--- config.mk ---
export PLATFORM = sky130hd
export DESIGN_NAME = chv_front
export DESIGN_NICKNAME = d
export VERILOG_FILES = /design/src/compass_heading_validator_unit_assert.svh /design/src/chv_pkg.sv /design/src/chv_front.sv
export SDC_FILE = /design/constraint.sdc
export NUM_CORES = 1
export LEC_CHECK = 0
export BUFFER_PORTS_ARGS = -buffer_cell sky130_fd_sc_hd__buf_2
export CORE_MARGIN = 2
export CORE_UTILIZATION = 35
export CTS_CLUSTER_DIAMETER = 200
export CTS_CLUSTER_SIZE = 30
export DETAILED_ROUTE_END_ITERATION = 8
export SLEW_MARGIN = 20
export SYNTH_ARGS = -nofsm -noshare
export SYNTH_HDL_FRONTEND = slang
export SYNTH_SLANG_ARGS = --single-unit
--- constraint.sdc ---
create_clock -name clk -period 4.75 [get_ports clk]
set_clock_uncertainty 0.15 [all_clocks]
set_input_delay 0.2375 -clock clk [delete_from_list [all_inputs] [get_ports clk]]
set_output_delay 0.2375 -clock clk [all_outputs]
set_load 0.01 [all_outputs]
--- src/compass_heading_validator_unit_assert.svh ---
// ----------------------------------------------------------------------------
// Compass heading validator assertion macros
// Shorthand for clocked, reset-qualified property checks.
// ----------------------------------------------------------------------------
`ifndef COMPASS_HEADING_VALIDATOR_UNIT_ASSERT_SVH
`define COMPASS_HEADING_VALIDATOR_UNIT_ASSERT_SVH

// Same-cycle implication, sampled on clk, off during reset
`define CHV_ASSERT_SAME(label, ante, cons, msg) \
    label: assert property (@(posedge clk) disable iff (!rst_n) (ante) |-> (cons)) \
        else $error(msg);

// Next-cycle implication, sampled on clk, off during reset
`define CHV_ASSERT_NEXT(label, ante, cons, msg) \
    label: assert property (@(posedge clk) disable iff (!rst_n) (ante) |=> (cons)) \
        else $error(msg);

`endif

--- src/chv_pkg.sv ---
// ----------------------------------------------------------------------------
// chv_pkg
// Shared types, reason codes and arctangent step constants for the
// compass heading validator.
// ----------------------------------------------------------------------------
package chv_pkg;

    // Reject reason codes
    localparam logic [2:0] RSN_OK   = 3'd0;
    localparam logic [2:0] RSN_LINK = 3'd1;
    localparam logic [2:0] RSN_READ = 3'd2;
    localparam logic [2:0] RSN_ZERO = 3'd3;
    localparam logic [2:0] RSN_ONES = 3'd4;
    localparam logic [2:0] RSN_OVF  = 3'd5;

    // Status byte overflow flag position
    localparam int STATUS_OVF_BIT = 2;

    // Field widths
    localparam int AXIS_W    = 16;
    localparam int MAG_W     = AXIS_W + 1;
    localparam int HEADING_W = 15;

    // Defaults for top-level parameters
    localparam int ANGLE_FRAC_BITS_DEF = 6;
    localparam int QUEUE_DEPTH_DEF     = 4;

    // CORDIC sizing: Q30 inputs and Q30 degree angles
    localparam int DEG_Q   = 30;
    localparam int STEPS   = 32;
    localparam int XY_W    = MAG_W + DEG_Q + 2;
    localparam int Z_W     = 40;

    // 180/pi in Q24
    localparam logic [63:0] RAD_TO_DEG_Q24 = 64'd961263669;

    // Classified item handed from the front part to the back part
    typedef struct packed {
        logic [2:0]               reason;
        logic signed [AXIS_W-1:0] x_val;
        logic signed [AXIS_W-1:0] y_val;
        logic signed [AXIS_W-1:0] z_val;
        logic [MAG_W-1:0]         mag_a;
        logic [MAG_W-1:0]         mag_b;
        logic                     swap;
        logic                     xneg;
        logic                     yneg;
        logic                     bzero;
    } chv_item_t;

    // Side information carried alongside the rotation stages
    typedef struct packed {
        logic [2:0]               reason;
        logic signed [AXIS_W-1:0] x_val;
        logic signed [AXIS_W-1:0] y_val;
        logic signed [AXIS_W-1:0] z_val;
        logic                     swap;
        logic                     xneg;
        logic                     yneg;
        logic                     bzero;
    } chv_meta_t;

    // atan(2^-i) in Q30 degrees, by power series in Q60 radians
    function automatic logic [63:0] atan_step_deg(input int i);
        logic [63:0] r;
        logic [63:0] term;
        logic [63:0] hi;
        logic [63:0] lo;
        int          e;
        logic        done;
        r    = 64'd0;
        done = 1'b0;
        for (int k = 0; k < 64; k++) begin
            e = (2 * k + 1) * i;
            if (e > 60)
                done = 1'b1;
            if (!done) begin
                term = (64'd1 << (60 - e)) / 64'(2 * k + 1);
                if ((k % 2) == 1)
                    r = r - term;
                else
                    r = r + term;
            end
        end
        hi = (r >> 30) * RAD_TO_DEG_Q24;
        lo = ((r & ((64'd1 << 30) - 64'd1)) * RAD_TO_DEG_Q24) >> 30;
        return (hi + lo) >> 24;
    endfunction

endpackage

--- src/chv_front.sv ---
// ----------------------------------------------------------------------------
// chv_front
// Accepts samples, runs the ordered validity checks and prepares the
// octant reduction for the heading pipeline.
// ----------------------------------------------------------------------------
module chv_front
    import chv_pkg::*;
(
    input  logic              clk,
    input  logic              rst_n,
    input  logic              s_axis_tvalid,
    output logic              s_axis_tready,
    // [7:0] status_byte, [23:8] x_value, [39:24] y_value, [55:40] z_value
    input  logic [55:0]       s_axis_tdata,
    // [0] link_up, [1] read_ok, [2] ready_seen
    input  logic [2:0]        s_axis_tuser,
    output logic              q_valid,
    input  logic              q_ready,
    output chv_item_t         q_item
);

    logic                     link_up;
    logic                     read_ok;
    logic                     ready_seen;
    logic [7:0]               status_byte;
    logic signed [AXIS_W-1:0] x_value;
    logic signed [AXIS_W-1:0] y_value;
    logic signed [AXIS_W-1:0] z_value;
    logic [MAG_W-1:0]         ax;
    logic [MAG_W-1:0]         ay;
    logic                     received;
    chv_item_t                item_next;
    chv_item_t                item_reg;
    logic                     valid_reg;
    logic                     accept;

    assign link_up     = s_axis_tuser[0];
    assign read_ok     = s_axis_tuser[1];
    assign ready_seen  = s_axis_tuser[2];
    assign status_byte = s_axis_tdata[7:0];
    assign x_value     = s_axis_tdata[23:8];
    assign y_value     = s_axis_tdata[39:24];
    assign z_value     = s_axis_tdata[55:40];

    assign received = link_up && read_ok;

    // Take absolute values at one extra bit so the most negative reading fits
    assign ax = x_value[AXIS_W-1] ? (MAG_W'(0) - {x_value[AXIS_W-1], x_value})
                                  : {1'b0, x_value};
    assign ay = y_value[AXIS_W-1] ? (MAG_W'(0) - {y_value[AXIS_W-1], y_value})
                                  : {1'b0, y_value};

    // Classify in priority order and fold into the first octant
    always_comb
    begin
        item_next.swap  = (ay > ax);
        item_next.mag_a = item_next.swap ? ay : ax;
        item_next.mag_b = item_next.swap ? ax : ay;
        item_next.bzero = (item_next.mag_b == MAG_W'(0));
        item_next.xneg  = x_value[AXIS_W-1];
        item_next.yneg  = y_value[AXIS_W-1];
        item_next.x_val = received ? x_value : '0;
        item_next.y_val = received ? y_value : '0;
        item_next.z_val = received ? z_value : '0;
        priority if (!link_up)
            item_next.reason = RSN_LINK;
        else if (!read_ok)
            item_next.reason = RSN_READ;
        else if (x_value == '0 && y_value == '0 && z_value == '0)
            item_next.reason = RSN_ZERO;
        else if (x_value == '1 && y_value == '1 && z_value == '1)
            item_next.reason = RSN_ONES;
        else if (ready_seen && status_byte[STATUS_OVF_BIT])
            item_next.reason = RSN_OVF;
        else
            item_next.reason = RSN_OK;
    end

    // Hold the classified request until the queue takes it
    assign s_axis_tready = !valid_reg || q_ready;
    assign accept        = s_axis_tvalid && s_axis_tready;

    always_ff @(posedge clk or negedge rst_n)
    begin
        if (!rst_n)
            valid_reg <= 1'b0;
        else if (s_axis_tready)
            valid_reg <= s_axis_tvalid;
    end

    always_ff @(posedge clk)
    begin
        if (accept)
            item_reg <= item_next;
    end

    assign q_valid = valid_reg;
    assign q_item  = item_reg;

endmodule

==> flow_summary.yaml <==
die:
  dieWidth_microns: 120
  die_height_microns: 120
  effective_utilization_at_floorplan: 0.358
  die_area_sq_mm: 0.0145
  core_area_sq_mm: 0.0132
  design.portCount: 154
  core.rowCount: 42
clock_tree:
  clock_insertion_delay_worst_skew_ns: 0.35
  clock_tree_from_tritoncts: "done"
  cts.reportedPaths.clkPinSlew_ns: 0.06
  cts.repair.resized: 0
  cts.repair_timing.setup_buffer_count: 0
  numCtsBuffers: 9
  clock_sinks: 90
  clock-root-buffer: "sky130_fd_sc_hd__clkbuf_16"
  ctsHtreeMaxLevel: 3
  clockBufferDepth: 2
setup_path:
  timing.critical_path.max_delay_family: "compound AO/OA/AOI/OAI gates"
  crit_chain: "buf_2, inv_1, ha_1, or4b_1, o21ai_0, xor2_1, inv_1, ha_1, a211oi_1, nor2_1, a2111oi_0, o31a_1, a21oi_4, buf_4, nor4_2, a41o_1"
  timing.critical_path.to_type: "flop"
  cp_max_fo: 11
  setup.worst_path.class: "in2reg"
  critPathBufInv: 4
  worstRegToRegCells: 3
  critical_path_required_ns: 4.81
  critical_path.slowest_cell: "sky130_fd_sc_hd__or4b_1"
  cp_data_arrival_time_ns: 4.07
  critical-path-max-stage-delay_ns: 0.58
  path_depth: 16
  worstSetupStartpointType: "input port"
sta:
  tightest_slew_ns: 0.648
  maxClockFrequency_ghz: 0.249
  final.period_utilization: 0.845
  timing.max_slew.rel_slack: 0.568
  final.setup.tns_ns: 0
  finalWorstPathRequiredPeriod_ns: 4.01
  finalHoldViolations: 0
  timing_max_transition_violations_final: 0
  timing.hold.ws_ns: 0.0359
  setup_violations: 0
  rsz0062_at_grt: "false"
power_and_ir_drop:
  clock_power_share: 0.322
  static-leakage-power_nw: 2.64
  power.sequential.fraction: 0.480
  vdd.ir_drop.worst_v: 0.000157
  power.share.switching: 0.275
  power.density_cell_area_mw_per_mm2: 335
  comb_power_share: 0.198
  cell_internal_pwr_mw: 1.45
  netSwitchingPower_mw: 0.552
  design_power_total_mw: 2.01
route:
  drc_errors: 0
  dr_wl_met2_microns: 6050
  number_of_iterations_in_the_first_detailed_routing_pass: 4
  vias: 3663
  met1Wirelength_microns: 5380
  route.antenna.remaining_nets: 0
  detail_route.iter0.violations: 355
  postRouteWirelength_microns: 12300
  wl_met3_microns: 718
  drt-vias-per-instance: 5.14
  avgRoutedWirePerCell_microns: 17.3
  maxUsedRoutingLayer: "met4"
layout:
  finalNetCount: 615
  post_route_cells_drive_above_1_share: 0.330
  layout.core_utilization: 0.452
  instances_no_fill: 712
  syn_to_final_growth_pct: 26.2
  num_antenna_cells: 0
min_path:
  holdPathStages: 3
  hp-class: "in2reg"
placed_design:
  place.gp.congestion: 0.822
  numPortBuffers: 146
  dpl.cell_count: 693
  place.detailed.hpwl_microns: 9260
global_route:
  grt_start_max_net_pins: 90
  first_global_vias: 3631
  globalRouteOverflowTotal: 0
  antenna_found_initial: 0
  grt_util_all_layers: 0.172
  wire_length_of_the_first_global_routing_pass_microns: 19000
synth:
  ys_types: 45
  synth_area_leader_cell: "sky130_fd_sc_hd__edfxtp_1"
  ffs_latches_synth: 90
  synth.top_cells.by_area: "sky130_fd_sc_hd__edfxtp_1, sky130_fd_sc_hd__mux2i_1, sky130_fd_sc_hd__and3_1, sky130_fd_sc_hd__ha_1, sky130_fd_sc_hd__xor2_1"
  syn_area_sq_mm: 0.00474
  yosysTopAreaCellShare: 0.563
  postSynth.topFlopCell: "sky130_fd_sc_hd__edfxtp_1"
  share_of_flip_flops_with_an_asynchronous_set_or_reset_after_synthesis: 0.0111
  synth-edff-count: 89
  yosysWarnings: 0
  postSynthAreaPerCell_sq_um: 12.3
  syn-instance-count: 385
  synth_seq_area_share: 0.569
status:
  run_status: "completed"
job:
  cap_violations: 0
-- placed cells by master (no fill, tap or decap), types with 8 or more instances in the layout --
cell	Yosys	final
sky130_fd_sc_hd__a21oi_1	9	8
sky130_fd_sc_hd__and3_1	45	45
sky130_fd_sc_hd__buf_2	2	146
sky130_fd_sc_hd__clkbuf_16	0	9
sky130_fd_sc_hd__edfxtp_1	89	89
sky130_fd_sc_hd__ha_1	21	21
sky130_fd_sc_hd__inv_1	22	22
sky130_fd_sc_hd__mux2i_1	29	29
sky130_fd_sc_hd__nand2_1	11	11
sky130_fd_sc_hd__nand4_1	19	19
sky130_fd_sc_hd__nor2_1	11	11
sky130_fd_sc_hd__nor4_1	8	8
sky130_fd_sc_hd__o21ai_0	11	11
sky130_fd_sc_hd__o31ai_1	10	10
sky130_fd_sc_hd__xor2_1	23	23
-- stage by stage --
step | setup WS [ns] | cell area [sq um]
finish | 0.737 | 5990
global route | 0.425 | 5990
CTS | 0.762 | 5960
detailed placement | 0.413 | 5670
global placement | 0.587 | 5670
floorplan | 0.688 | 4750
-- cells in the mapped netlist, types with 2 or more instances --
cell type and n:
sky130_fd_sc_hd__o21ai_1 2, sky130_fd_sc_hd__or4_4 2, sky130_fd_sc_hd__a21oi_1 9, sky130_fd_sc_hd__nor2b_1 2, sky130_fd_sc_hd__a211oi_1 2, sky130_fd_sc_hd__and3_1 45, sky130_fd_sc_hd__nand2b_1 3, sky130_fd_sc_hd__ha_1 21
sky130_fd_sc_hd__or3_1 2, sky130_fd_sc_hd__o31ai_1 10, sky130_fd_sc_hd__nor3_1 4, sky130_fd_sc_hd__conb_1 2, sky130_fd_sc_hd__clkbuf_1 19, sky130_fd_sc_hd__buf_2 2, sky130_fd_sc_hd__xnor2_1 2, sky130_fd_sc_hd__nand3_1 7
sky130_fd_sc_hd__o41ai_1 3, sky130_fd_sc_hd__or4_1 5, sky130_fd_sc_hd__o21ai_0 11, sky130_fd_sc_hd__nor2_1 11, sky130_fd_sc_hd__nand4_1 19, sky130_fd_sc_hd__nand2_1 11, sky130_fd_sc_hd__nor4_1 8, sky130_fd_sc_hd__and4_1 3
sky130_fd_sc_hd__mux2i_1 29, sky130_fd_sc_hd__xor2_1 23, sky130_fd_sc_hd__inv_1 22, sky130_fd_sc_hd__edfxtp_1 89
-- power by group through the flow --
stage	clock network [mW]	registers (mW)	logic [mW]
2_1_floorplan	0	1.01	0.200
3_3_place_gp	0	0.982	0.384
3_5_place_dp	0	0.981	0.393
4_1_cts	0.662	0.966	0.396
5_1_grt	0.693	0.969	0.441
6_report	0.647	0.963	0.397
-- cell families after synthesis --
group,share of synthesized area
buffers and inverters,0.0353
and+or+nand+nor,0.163
other,0.00158
DFF,0.569
muxes,0.0612
adders and majority gates,0.0554
xor gates and xnor gates,0.0496
AOI/OAI and AO/OA,0.0654
-- registers in the layout (all words and copies together) (netlist names) --
register and flops:
q_item 89, q_valid 1
-- worst min-delay path: stages --
cell                       delay (ns)
sky130_fd_sc_hd__buf_2           0.07
sky130_fd_sc_hd__nand2b_1        0.13
sky130_fd_sc_hd__nand2b_1        0.06
-- what timing repair did --
| action | in CTS | in global routing |
|---|---|---|
| hold buffers | 2 | 0 |
| endpoints found under the setup margin | 0 | 0 |
| hold endpoints to repair | 2 | 0 |
-- per-layer routing --
metal / vias up / track usage
li1: 1761 / -
met1: 1769 / 0.218
met2: 122 / 0.286
met3: 11 / 0.0462
met4: 0 / 0.0538
met5: - / 0
-- final timing paths --
check                                  from         end  slack, ns
setup / recovery           s_axis_tdata[24]   q_item[0]       0.74
hold / removal                      q_ready     q_valid       0.04
setup reg to reg                    q_valid  q_item[16]       2.95
hold reg to reg                     q_valid     q_valid       0.39
max in group asynchronous             rst_n     q_valid       4.31
min in group asynchronous             rst_n     q_valid       0.05
-- layout make-up --
type,count,area [sq um]
Inverter,23,86.3
Multi-Input combinational cell,253,1900
Fill cell,1274,7250
Timing Repair Buffer,154,816
Tap cell,176,220
Sequential cell,90,2700
Clock inverter,7,43.8
Clock buffer,9,225
No activity file was read; power rests on OpenSTA's default activity.
