## config.mk

```make
export PLATFORM = sky130hd
export DESIGN_NAME = chv_queue
export DESIGN_NICKNAME = d
export VERILOG_FILES = /design/src/compass_heading_validator_unit_assert.svh /design/src/chv_pkg.sv /design/src/chv_queue.sv
export SDC_FILE = /design/constraint.sdc
export NUM_CORES = 1
export LEC_CHECK = 0
export BUFFER_PORTS_ARGS = -buffer_cell sky130_fd_sc_hd__buf_2
export CORE_MARGIN = 5
export CORE_UTILIZATION = 55
export CTS_BUF_LIST = sky130_fd_sc_hd__clkbuf_8
export DETAILED_ROUTE_END_ITERATION = 7
export PLACE_DENSITY = 0.84
export SETUP_SLACK_MARGIN = 0.15
export SYNTH_ARGS = -nofsm -noshare
export SYNTH_HDL_FRONTEND = slang
export SYNTH_SLANG_ARGS = --single-unit
```

## constraint.sdc

```tcl
create_clock -name clk -period 4.52 [get_ports clk]
set_clock_uncertainty 0.2 [all_clocks]
set_input_delay 1.13 -clock clk [delete_from_list [all_inputs] [get_ports clk]]
set_output_delay 1.13 -clock clk [all_outputs]
set_load 0.005 [all_outputs]
```

## src/compass_heading_validator_unit_assert.svh

```systemverilog
// ----------------------------------------------------------------------------
// Compass heading validator assertion macros
// Shorthand for clocked, reset-qualified property checks.
// ----------------------------------------------------------------------------
`ifndef COMPASS_HEADING_VALIDATOR_UNIT_ASSERT_SVH
`define COMPASS_HEADING_VALIDATOR_UNIT_ASSERT_SVH

// Same-cycle implication, sampled on clk, off during reset
`define CHV_ASSERT_SAME(label, ante, cons, msg) \
    label: assert property (@(posedge clk) disable iff (!rst_n) (ante) |-> (cons)) \
        else $error(msg);

// Next-cycle implication, sampled on clk, off during reset
`define CHV_ASSERT_NEXT(label, ante, cons, msg) \
    label: assert property (@(posedge clk) disable iff (!rst_n) (ante) |=> (cons)) \
        else $error(msg);

`endif

```

## src/chv_pkg.sv

```systemverilog
// ----------------------------------------------------------------------------
// chv_pkg
// Shared types, reason codes and arctangent step constants for the
// compass heading validator.
// ----------------------------------------------------------------------------
package chv_pkg;

    // Reject reason codes
    localparam logic [2:0] RSN_OK   = 3'd0;
    localparam logic [2:0] RSN_LINK = 3'd1;
    localparam logic [2:0] RSN_READ = 3'd2;
    localparam logic [2:0] RSN_ZERO = 3'd3;
    localparam logic [2:0] RSN_ONES = 3'd4;
    localparam logic [2:0] RSN_OVF  = 3'd5;

    // Status byte overflow flag position
    localparam int STATUS_OVF_BIT = 2;

    // Field widths
    localparam int AXIS_W    = 16;
    localparam int MAG_W     = AXIS_W + 1;
    localparam int HEADING_W = 15;

    // Defaults for top-level parameters
    localparam int ANGLE_FRAC_BITS_DEF = 6;
    localparam int QUEUE_DEPTH_DEF     = 4;

    // CORDIC sizing: Q30 inputs and Q30 degree angles
    localparam int DEG_Q   = 30;
    localparam int STEPS   = 32;
    localparam int XY_W    = MAG_W + DEG_Q + 2;
    localparam int Z_W     = 40;

    // 180/pi in Q24
    localparam logic [63:0] RAD_TO_DEG_Q24 = 64'd961263669;

    // Classified item handed from the front part to the back part
    typedef struct packed {
        logic [2:0]               reason;
        logic signed [AXIS_W-1:0] x_val;
        logic signed [AXIS_W-1:0] y_val;
        logic signed [AXIS_W-1:0] z_val;
        logic [MAG_W-1:0]         mag_a;
        logic [MAG_W-1:0]         mag_b;
        logic                     swap;
        logic                     xneg;
        logic                     yneg;
        logic                     bzero;
    } chv_item_t;

    // Side information carried alongside the rotation stages
    typedef struct packed {
        logic [2:0]               reason;
        logic signed [AXIS_W-1:0] x_val;
        logic signed [AXIS_W-1:0] y_val;
        logic signed [AXIS_W-1:0] z_val;
        logic                     swap;
        logic                     xneg;
        logic                     yneg;
        logic                     bzero;
    } chv_meta_t;

    // atan(2^-i) in Q30 degrees, by power series in Q60 radians
    function automatic logic [63:0] atan_step_deg(input int i);
        logic [63:0] r;
        logic [63:0] term;
        logic [63:0] hi;
        logic [63:0] lo;
        int          e;
        logic        done;
        r    = 64'd0;
        done = 1'b0;
        for (int k = 0; k < 64; k++) begin
            e = (2 * k + 1) * i;
            if (e > 60)
                done = 1'b1;
            if (!done) begin
                term = (64'd1 << (60 - e)) / 64'(2 * k + 1);
                if ((k % 2) == 1)
                    r = r - term;
                else
                    r = r + term;
            end
        end
        hi = (r >> 30) * RAD_TO_DEG_Q24;
        lo = ((r & ((64'd1 << 30) - 64'd1)) * RAD_TO_DEG_Q24) >> 30;
        return (hi + lo) >> 24;
    endfunction

endpackage

```

## src/chv_queue.sv

```systemverilog
// ----------------------------------------------------------------------------
// chv_queue
// Short first-in first-out queue of classified requests between the
// front and back parts. The oldest request sits in an output register.
// ----------------------------------------------------------------------------
module chv_queue
    import chv_pkg::*;
#(
    parameter int DEPTH = QUEUE_DEPTH_DEF
)
(
    input  logic      clk,
    input  logic      rst_n,
    input  logic      in_valid,
    output logic      in_ready,
    input  chv_item_t in_item,
    output logic      out_valid,
    input  logic      out_ready,
    output chv_item_t out_item
);

    localparam int PTR_W = (DEPTH > 1) ? $clog2(DEPTH) : 1;
    localparam int CNT_W = $clog2(DEPTH + 1);

    chv_item_t        mem [0:DEPTH-1];
    logic [PTR_W-1:0] wr_ptr_reg;
    logic [PTR_W-1:0] rd_ptr_reg;
    logic [CNT_W-1:0] count_reg;
    logic [CNT_W-1:0] count_next;
    chv_item_t        out_item_reg;
    logic             out_valid_reg;
    logic             push;
    logic             load;
    logic             from_mem;
    logic             bypass;
    logic             to_mem;

    assign in_ready  = (count_reg != CNT_W'(DEPTH));
    assign out_valid = out_valid_reg;
    assign out_item  = out_item_reg;
    assign push      = in_valid && in_ready;

    // Refill the output register from storage, or straight from the input
    // when storage is empty
    assign load     = !out_valid_reg || out_ready;
    assign from_mem = load && (count_reg != CNT_W'(0));
    assign bypass   = load && (count_reg == CNT_W'(0)) && push;
    assign to_mem   = push && !bypass;

    // Track occupancy of the storage behind the output register
    always_comb
    begin
        count_next = count_reg;
        if (to_mem && !from_mem)
            count_next = count_reg + CNT_W'(1);
        else if (from_mem && !to_mem)
            count_next = count_reg - CNT_W'(1);
    end

    // Advance pointers, wrapping at the depth, and update occupancy and output valid
    always_ff @(posedge clk or negedge rst_n)
    begin
        if (!rst_n)
        begin
            wr_ptr_reg    <= '0;
            rd_ptr_reg    <= '0;
            count_reg     <= '0;
            out_valid_reg <= 1'b0;
        end
        else
        begin
            count_reg <= count_next;
            if (load)
                out_valid_reg <= from_mem || bypass;
            if (to_mem)
                wr_ptr_reg <= (wr_ptr_reg == PTR_W'(DEPTH - 1)) ? '0
                                                                : wr_ptr_reg + PTR_W'(1);
            if (from_mem)
                rd_ptr_reg <= (rd_ptr_reg == PTR_W'(DEPTH - 1)) ? '0
                                                                : rd_ptr_reg + PTR_W'(1);
        end
    end

    // Store the incoming request and read the oldest one out
    always_ff @(posedge clk)
    begin
        if (to_mem)
            mem[wr_ptr_reg] <= in_item;
        if (from_mem)
            out_item_reg <= mem[rd_ptr_reg];
        else if (bypass)
            out_item_reg <= in_item;
    end

endmodule

```

==> results.tsv, run 1 <==
stage	metric	value	unit
clock_tree	setup bufs post-CTS	0	
yosys	Post-Syn Nets	797	
sta	count of final max-slew check failures	0	
hold_path	Hold Crit Class	in2async	
grt	largest net degree at the start of global routing	92	
job	max cap viols	0	
sta	Hold Vio Cnt, Final	0	
clock_tree	clock slew at reported path FFs	60	ps
place	IO Port Bufs	183	
layout	post-route cell area	0.0199	mm^2
place	RD Place Congestion	0.733	
clock_tree	CTS sink cnt	453	
clock_tree	H-tree levels	3	
drt	DRT iter0 DRCs	620	
clock_tree	CTS tree	done	
yosys	post-synthesis average cell area	24.6	um^2
critical_path	startpoint types	input port	
yosys	flops & latches, synth	453	
critical_path	R2R Setup Slk	1850	ps
sta	worst-margin pin slew	1120	ps
layout	area delta synth->final	16.3	%
grt	first-pass GRT wire length	49.5	mm
sta	Rel. slew slack	0.254	
sta	crit path time final	2820	ps
outcome	status	complete, no violations	
critical_path	Critical R2R Launch	rd_ptr_reg[0]	
clock_tree	clk root buf	clkbuf_8	
grt	initial antenna violation count	6	
sta	endpoints failing setup	0	
layout	max reg flops	356	
yosys	Yosys cell types	26	
floorplan	row count	64	
sta	Max Fclk	0.354	GHz
grt	number of global-route vias before repair	8522	
floorplan	Die W	186	um
yosys	synthesized instance count	697	
yosys	Synth warnings	0	
sta	Final Cycle Share	0.625	
drt	Total Wirelength	31.9	mm
drt	antenna viol nets, final	0	
clock_tree	Inserted Clock Buffers	71	
drt	DRC	0	
layout	Nets	1040	
place	placed cell area	0.0186	mm^2
drt	WL per Instance	22.9	um
critical_path	crit path max fanout	35	
place	Placed Cells	1263	
drt	Via Count	7838	
floorplan	DIE AREA	0.0348	mm^2
clock_tree	clock tree buffer depth	3	
layout	final non-filler cell total	1393	
pwr	P_leak	6.92	nW
critical_path	R2R depth	3	
pwr	maximum VDD drop	0.000564	V
drt	DR vias/cell	5.63	
critical_path	RR Endpoint	out_item[38]	
grt	gr usage total	0.182	
critical_path	Setup crit end kind	register	
layout	Antenna diodes	0	
floorplan	Initial Util	0.559	
layout	Register Area	0.0136	mm^2
critical_path	Critical Path RT	4580	ps
floorplan	Die Span Y	186	um
yosys	post-synthesis sequential area ratio	0.792	
sta	RSZ-0062 raised after global routing	no	
clock_tree	post-CTS sizing	0	
clock_tree	Hold-fix buffers, CTS	0	
place	Post-Place Setup Slack	1070	ps
floorplan	Core Area	0.0307	mm^2
layout	# fillers	1941	
yosys	Post-Syn Area	0.0171	mm^2
critical_path	WS Path Type	in2reg	
layout	layout cell share with drive strength beyond 1	0.486	
grt	GRT Residual Overflow	0	
drt	drt pass-1 iters	5	
layout	post-layout util	0.650	
floorplan	Ports	184	
sta	PnR worst setup slack	1700	ps
critical_path	CP arrival	2880	ps
place	Post-DP HPWL	19.1	mm
layout	Multi-input gate area	0.00337	mm^2
sta	Setup TNS Final	0	ps
pwr	Cell Pwr Density	623	mW/mm^2
clock_tree	Worst-Skew Late Latency	590	ps
-- critical path: stages --
cell and delay (ps):
buf_2 100, or3b_1 360, a21boi_2 340, and2_4 570
buf_4 340
-- final cells by class --
class / instances / share of cell area
timing repair buffer: 200 / 0.0568
inverter: 4 / 0.000754
multi-input combinational: 210 / 0.169
clock inverter: 58 / 0.0176
tap: 396 / 0.0249
sequential: 453 / 0.681
clock buffer: 72 / 0.0497
-- power by group --
part	internal (mW)	switching, mW
clock network	1.68	1.54
logic	1.60	1.32
registers	5.76	0.488
-- cell usage after synthesis --
master,count,area (um^2)
edfxtp_1,445,13400
mux4_2,88,1980
mux2_2,75,845
mux2_4,17,255
buf_2,10,50.1
buf_6,10,113
dfrtp_1,8,200
clkbuf_1,7,26.3
ha_1,6,75.1
nor2_1,6,22.5
and2_1,4,25.0
inv_1,4,15.0
buf_4,2,15.0
mux2_1,2,22.5
xor2_1,2,17.5
a21boi_2,1,11.3
buf_1,1,3.75
fa_1,1,20.0
mux4_1,1,26.3
nand2_1,1,3.75
nand2b_1,1,6.26
nor2b_1,1,6.26
nor3_1,1,5.00
nor4_1,1,6.26
or3b_1,1,8.76
xnor2_1,1,8.76
-- metal layers --
| metal | up-vias | global-route usage | wire length [um] |
|---|---|---|---|
| met5 | - | 0 | 69 |
| met1 | 4057 | 0.259 | 13500 |
| met3 | 54 | 0.0564 | 2460 |
| met2 | 271 | 0.283 | 15300 |
| met4 | 12 | 0.0474 | 493 |
| li1 | 3444 | - | - |
-- worst max-delay path by stage --
| stage | slack (ps) | from | to | cells past startpoint |
|---|---|---|---|---|
| 2_1_floorplan | 360 | out_ready | out_item[0] | 2 |
| 3_3_place_gp | 1110 | out_ready | mem[3][49] | 5 |
| 3_5_place_dp | 1070 | out_ready | mem[2][50] | 5 |
| 4_1_cts | 1690 | out_ready | mem[2][56] | 5 |
| 5_1_grt | 1600 | out_ready | mem[2][50] | 5 |
| 6_report | 1700 | out_ready | mem[3][49] | 5 |
-- logic make-up after synthesis --
family | share of synthesized area
compound gates | 0.000657
xor+xnor | 0.00153
fa+ha+maj | 0.00555
buf+inv | 0.0130
flops | 0.792
mux | 0.183
simple gates | 0.00489
-- placed cells by master (no fill, tap or decap), types with 10 or more instances in the layout --
cell type	n
mux2_2	75
inv_1	20
buf_4	10
mux4_2	88
clkinv_2	13
edfxtp_1	445
mux2_4	17
buf_2	183
clkbuf_8	72
clkinv_1	18
-- per-stage QoR --
step	hold WS (ps)	total power, mW
floorplan	297	8.31
global placement	331	9.21
detailed placement	351	9.32
CTS	165	12.6
global route	184	13.0
finish	195	12.4
Note: power is estimated with default switching activity, not from simulation.
==> run 2: changes to the inputs <==
clock period = 2.3 ns   (was 4.52 ns; I/O delays follow)
==> results.tsv, run 2 (same netlist as run 1, synthesis figures left out) <==
stage	metric	value	unit	change
outcome	status	complete, no violations		
sta	endpoints failing setup	0		unchanged
layout	commonest non-fill, non-tap cells in the layout	edfxtp_1, buf_2, mux4_2		
clock_tree	CTS tree	done		
clock_tree	clk root buf	clkbuf_8		
grt	initial antenna violation count	3		-3
layout	Nets	1119		+7.6%
sta	Hold WS	25.5	ps	-170 ps
floorplan	Ports	184		unchanged
clock_tree	Worst-Skew Late Latency	580	ps	about the same
sta	crit path time final	2250	ps	
grt	GRT Max-Usage Layer	met2		
critical_path	R2R Setup Slk	50	ps	-1800 ps
critical_path	WS Path Type	reg2reg		
layout	max reg flops	356		unchanged
grt	number of global-route vias before repair	8818		+3.5%
place	IO Port Bufs	183		unchanged
sta	count of final max-slew check failures	0		unchanged
drt	drt pass-1 iters	5		unchanged
hold_path	worst hold endpoint	mem[2][1]		
critical_path	Setup crit end kind	register		
sta	RSZ-0062 raised after global routing	yes		
grt	met3 Use GR	0.0501		-0.00635
drt	WL per Instance	24.2	um	+5.7%
critical_path	Critical R2R Launch	count_reg[2]		
critical_path	startpoint types	register		
critical_path	R2R depth	7		+4
pwr	Cell Pwr Density	1210	mW/mm^2	+95%
floorplan	Die Span Y	186	um	unchanged
clock_tree	clock slew at reported path FFs	60	ps	about the same
pwr	P_leak	7.52	nW	+8.8%
drt	Via Count	8285		+5.7%
floorplan	Die W	186	um	unchanged
clock_tree	CTS sink cnt	453		unchanged
grt	met2 Usage GRT	0.299		+0.0168
critical_path	Slowest cell on crit path	dfrtp_1		
drt	antenna viol nets, final	0		unchanged
hold_path	Hold Crit Class	in2reg		
drt	DR vias/cell	5.66		+0.58%
grt	GRT Residual Overflow	0		unchanged
sta	Hold Vio Cnt, Final	0		unchanged
clock_tree	H-tree levels	3		unchanged
job	max cap viols	0		unchanged
layout	area delta synth->final	23.8	%	
grt	M1 GR Usage	0.264		+0.00502
grt	gr usage total	0.188		+0.00515
layout	Multi-input gate area	0.00344	mm^2	+1.9%
clock_tree	clock tree buffer depth	3		unchanged
critical_path	CP most frequent cell	buf_12		
place	Post-DP HPWL	20.2	mm	+6.1%
place	Placed Cells	1285		+1.7%
sta	Max Fclk	0.445	GHz	
floorplan	Initial Util	0.559		unchanged
floorplan	row count	64		unchanged
layout	commonest non-fill, non-tap cell in the layout	edfxtp_1		
clock_tree	Inserted Clock Buffers	71		unchanged
critical_path	crit path max fanout	14		-60%
grt	first-pass GRT wire length	51.1	mm	+3.4%
critical_path	crit path cell chain	or3b_4, a21boi_4, buf_4, buf_6, and2_4, buf_12, buf_12		
floorplan	Core Area	0.0307	mm^2	unchanged
layout	Antenna diodes	0		unchanged
sta	Rel. slew slack	0.749		+0.495
layout	final non-filler cell total	1464		+5.1%
critical_path	RR Endpoint	mem[1][29]		
sta	worst-margin pin slew	377	ps	-742 ps
place	RD Place Congestion	0.776		+5.9%
sta	Final Cycle Share	0.978		
critical_path	CP max stage delay	400	ps	-170 ps
grt	largest net degree at the start of global routing	56		-39%
floorplan	DIE AREA	0.0348	mm^2	unchanged
critical_path	Critical Path RT	2380	ps	-2200 ps
drt	DRC	0		unchanged
layout	layout cell share with drive strength beyond 1	0.510		+0.0238
layout	Register Area	0.0136	mm^2	about the same
critical_path	CP arrival	2320	ps	-560 ps
pwr	maximum VDD drop	0.000672	V	+19%
drt	Total Wirelength	35.4	mm	+11%
hold_path	HP Start	in_item[1]		
hold_path	worst hold path cell count	1		
layout	# fillers	1811		-6.7%
drt	DRT iter0 DRCs	684		+10%
run 2: cell types whose count changed in the layout (fill, tap and decap cells not counted), moves of 4 or more:
cell / before / now
dlygate4sd3_1: 0 / 14
clkinvlp_4: 4 / 0
buf_12: 7 / 29
buf_4: 10 / 19
buf_8: 0 / 7
inv_1: 20 / 29
clkbuf_16: 0 / 14
clkinv_2: 13 / 4
clkbuf_8: 72 / 76
buf_6: 0 / 8
buf_16: 0 / 5
clkinv_1: 18 / 14
run 2: how the worst max path moves through the flow:
stage / start / slack (ps) / depth (start not counted) / to
floorplan: in_valid / -260 / 2 / out_item[0]
global placement: out_ready / -220 / 9 / count_reg[2]
detailed placement: out_ready / -300 / 9 / count_reg[2]
CTS: count_reg[2] / 70 / 8 / count_reg[2]
global route: count_reg[2] / -20 / 8 / count_reg[2]
finish: count_reg[2] / 50 / 7 / mem[1][29]
run 2: area by class of cell:
type,count,area share
clock buffer,76,0.0493
multi-input combinational,210,0.162
timing repair buffer,279,0.116
sequential,453,0.640
tap,396,0.0234
inverter,4,0.000708
clock inverter,46,0.00885
run 2: report_power, final:
group / switching, mW / internal [mW] / leakage (nW)
Sequential: 0.564 / 11.3 / 4.21
Combinational: 3.52 / 4.35 / 2.58
Clock: 2.90 / 3.03 / 0.732
run 2: critical path: cells and delay by family, from the launching register on:
kind / cells / cell delay (ps)
AOI/OAI and AO/OA: 1 / 170
and+or+nand+nor: 2 / 580
buffers and inverters: 4 / 570
DFF: 1 / 400
run 2: through the flow:
stage	setup TNS (ps)	total power, mW	setup WS [ps]	instance area [um^2]	utilization
6_report	0	25.7	51.2	21200	0.692
5_1_grt	-228	26.9	-22.3	21200	0.692
4_1_cts	0	25.1	69.0	20500	0.670
3_5_place_dp	-28570	18.8	-299	19000	0.619
3_3_place_gp	-17630	18.6	-225	19000	0.619
2_1_floorplan	-98210	16.3	-258	17200	-
run 2: metal layers:
metal | vias to the layer above | share of wire
met5 | - | 0.0012
met4 | 6 | 0.015
met3 | 49 | 0.074
met2 | 331 | 0.51
met1 | 4296 | 0.40
li1 | 3603 | -
run 2: what timing repair did:
| item | CTS | global route |
|---|---|---|
| gates cloned | 2 | 23 |
| hold buffers | 14 | 0 |
| hold endpoints to repair | 43 | 0 |
| resized for setup | 17 | 21 |
| pin swaps | 9 | 4 |
| endpoints found under the setup margin | 92 | 351 |
| buffers inserted | 8 | 10 |
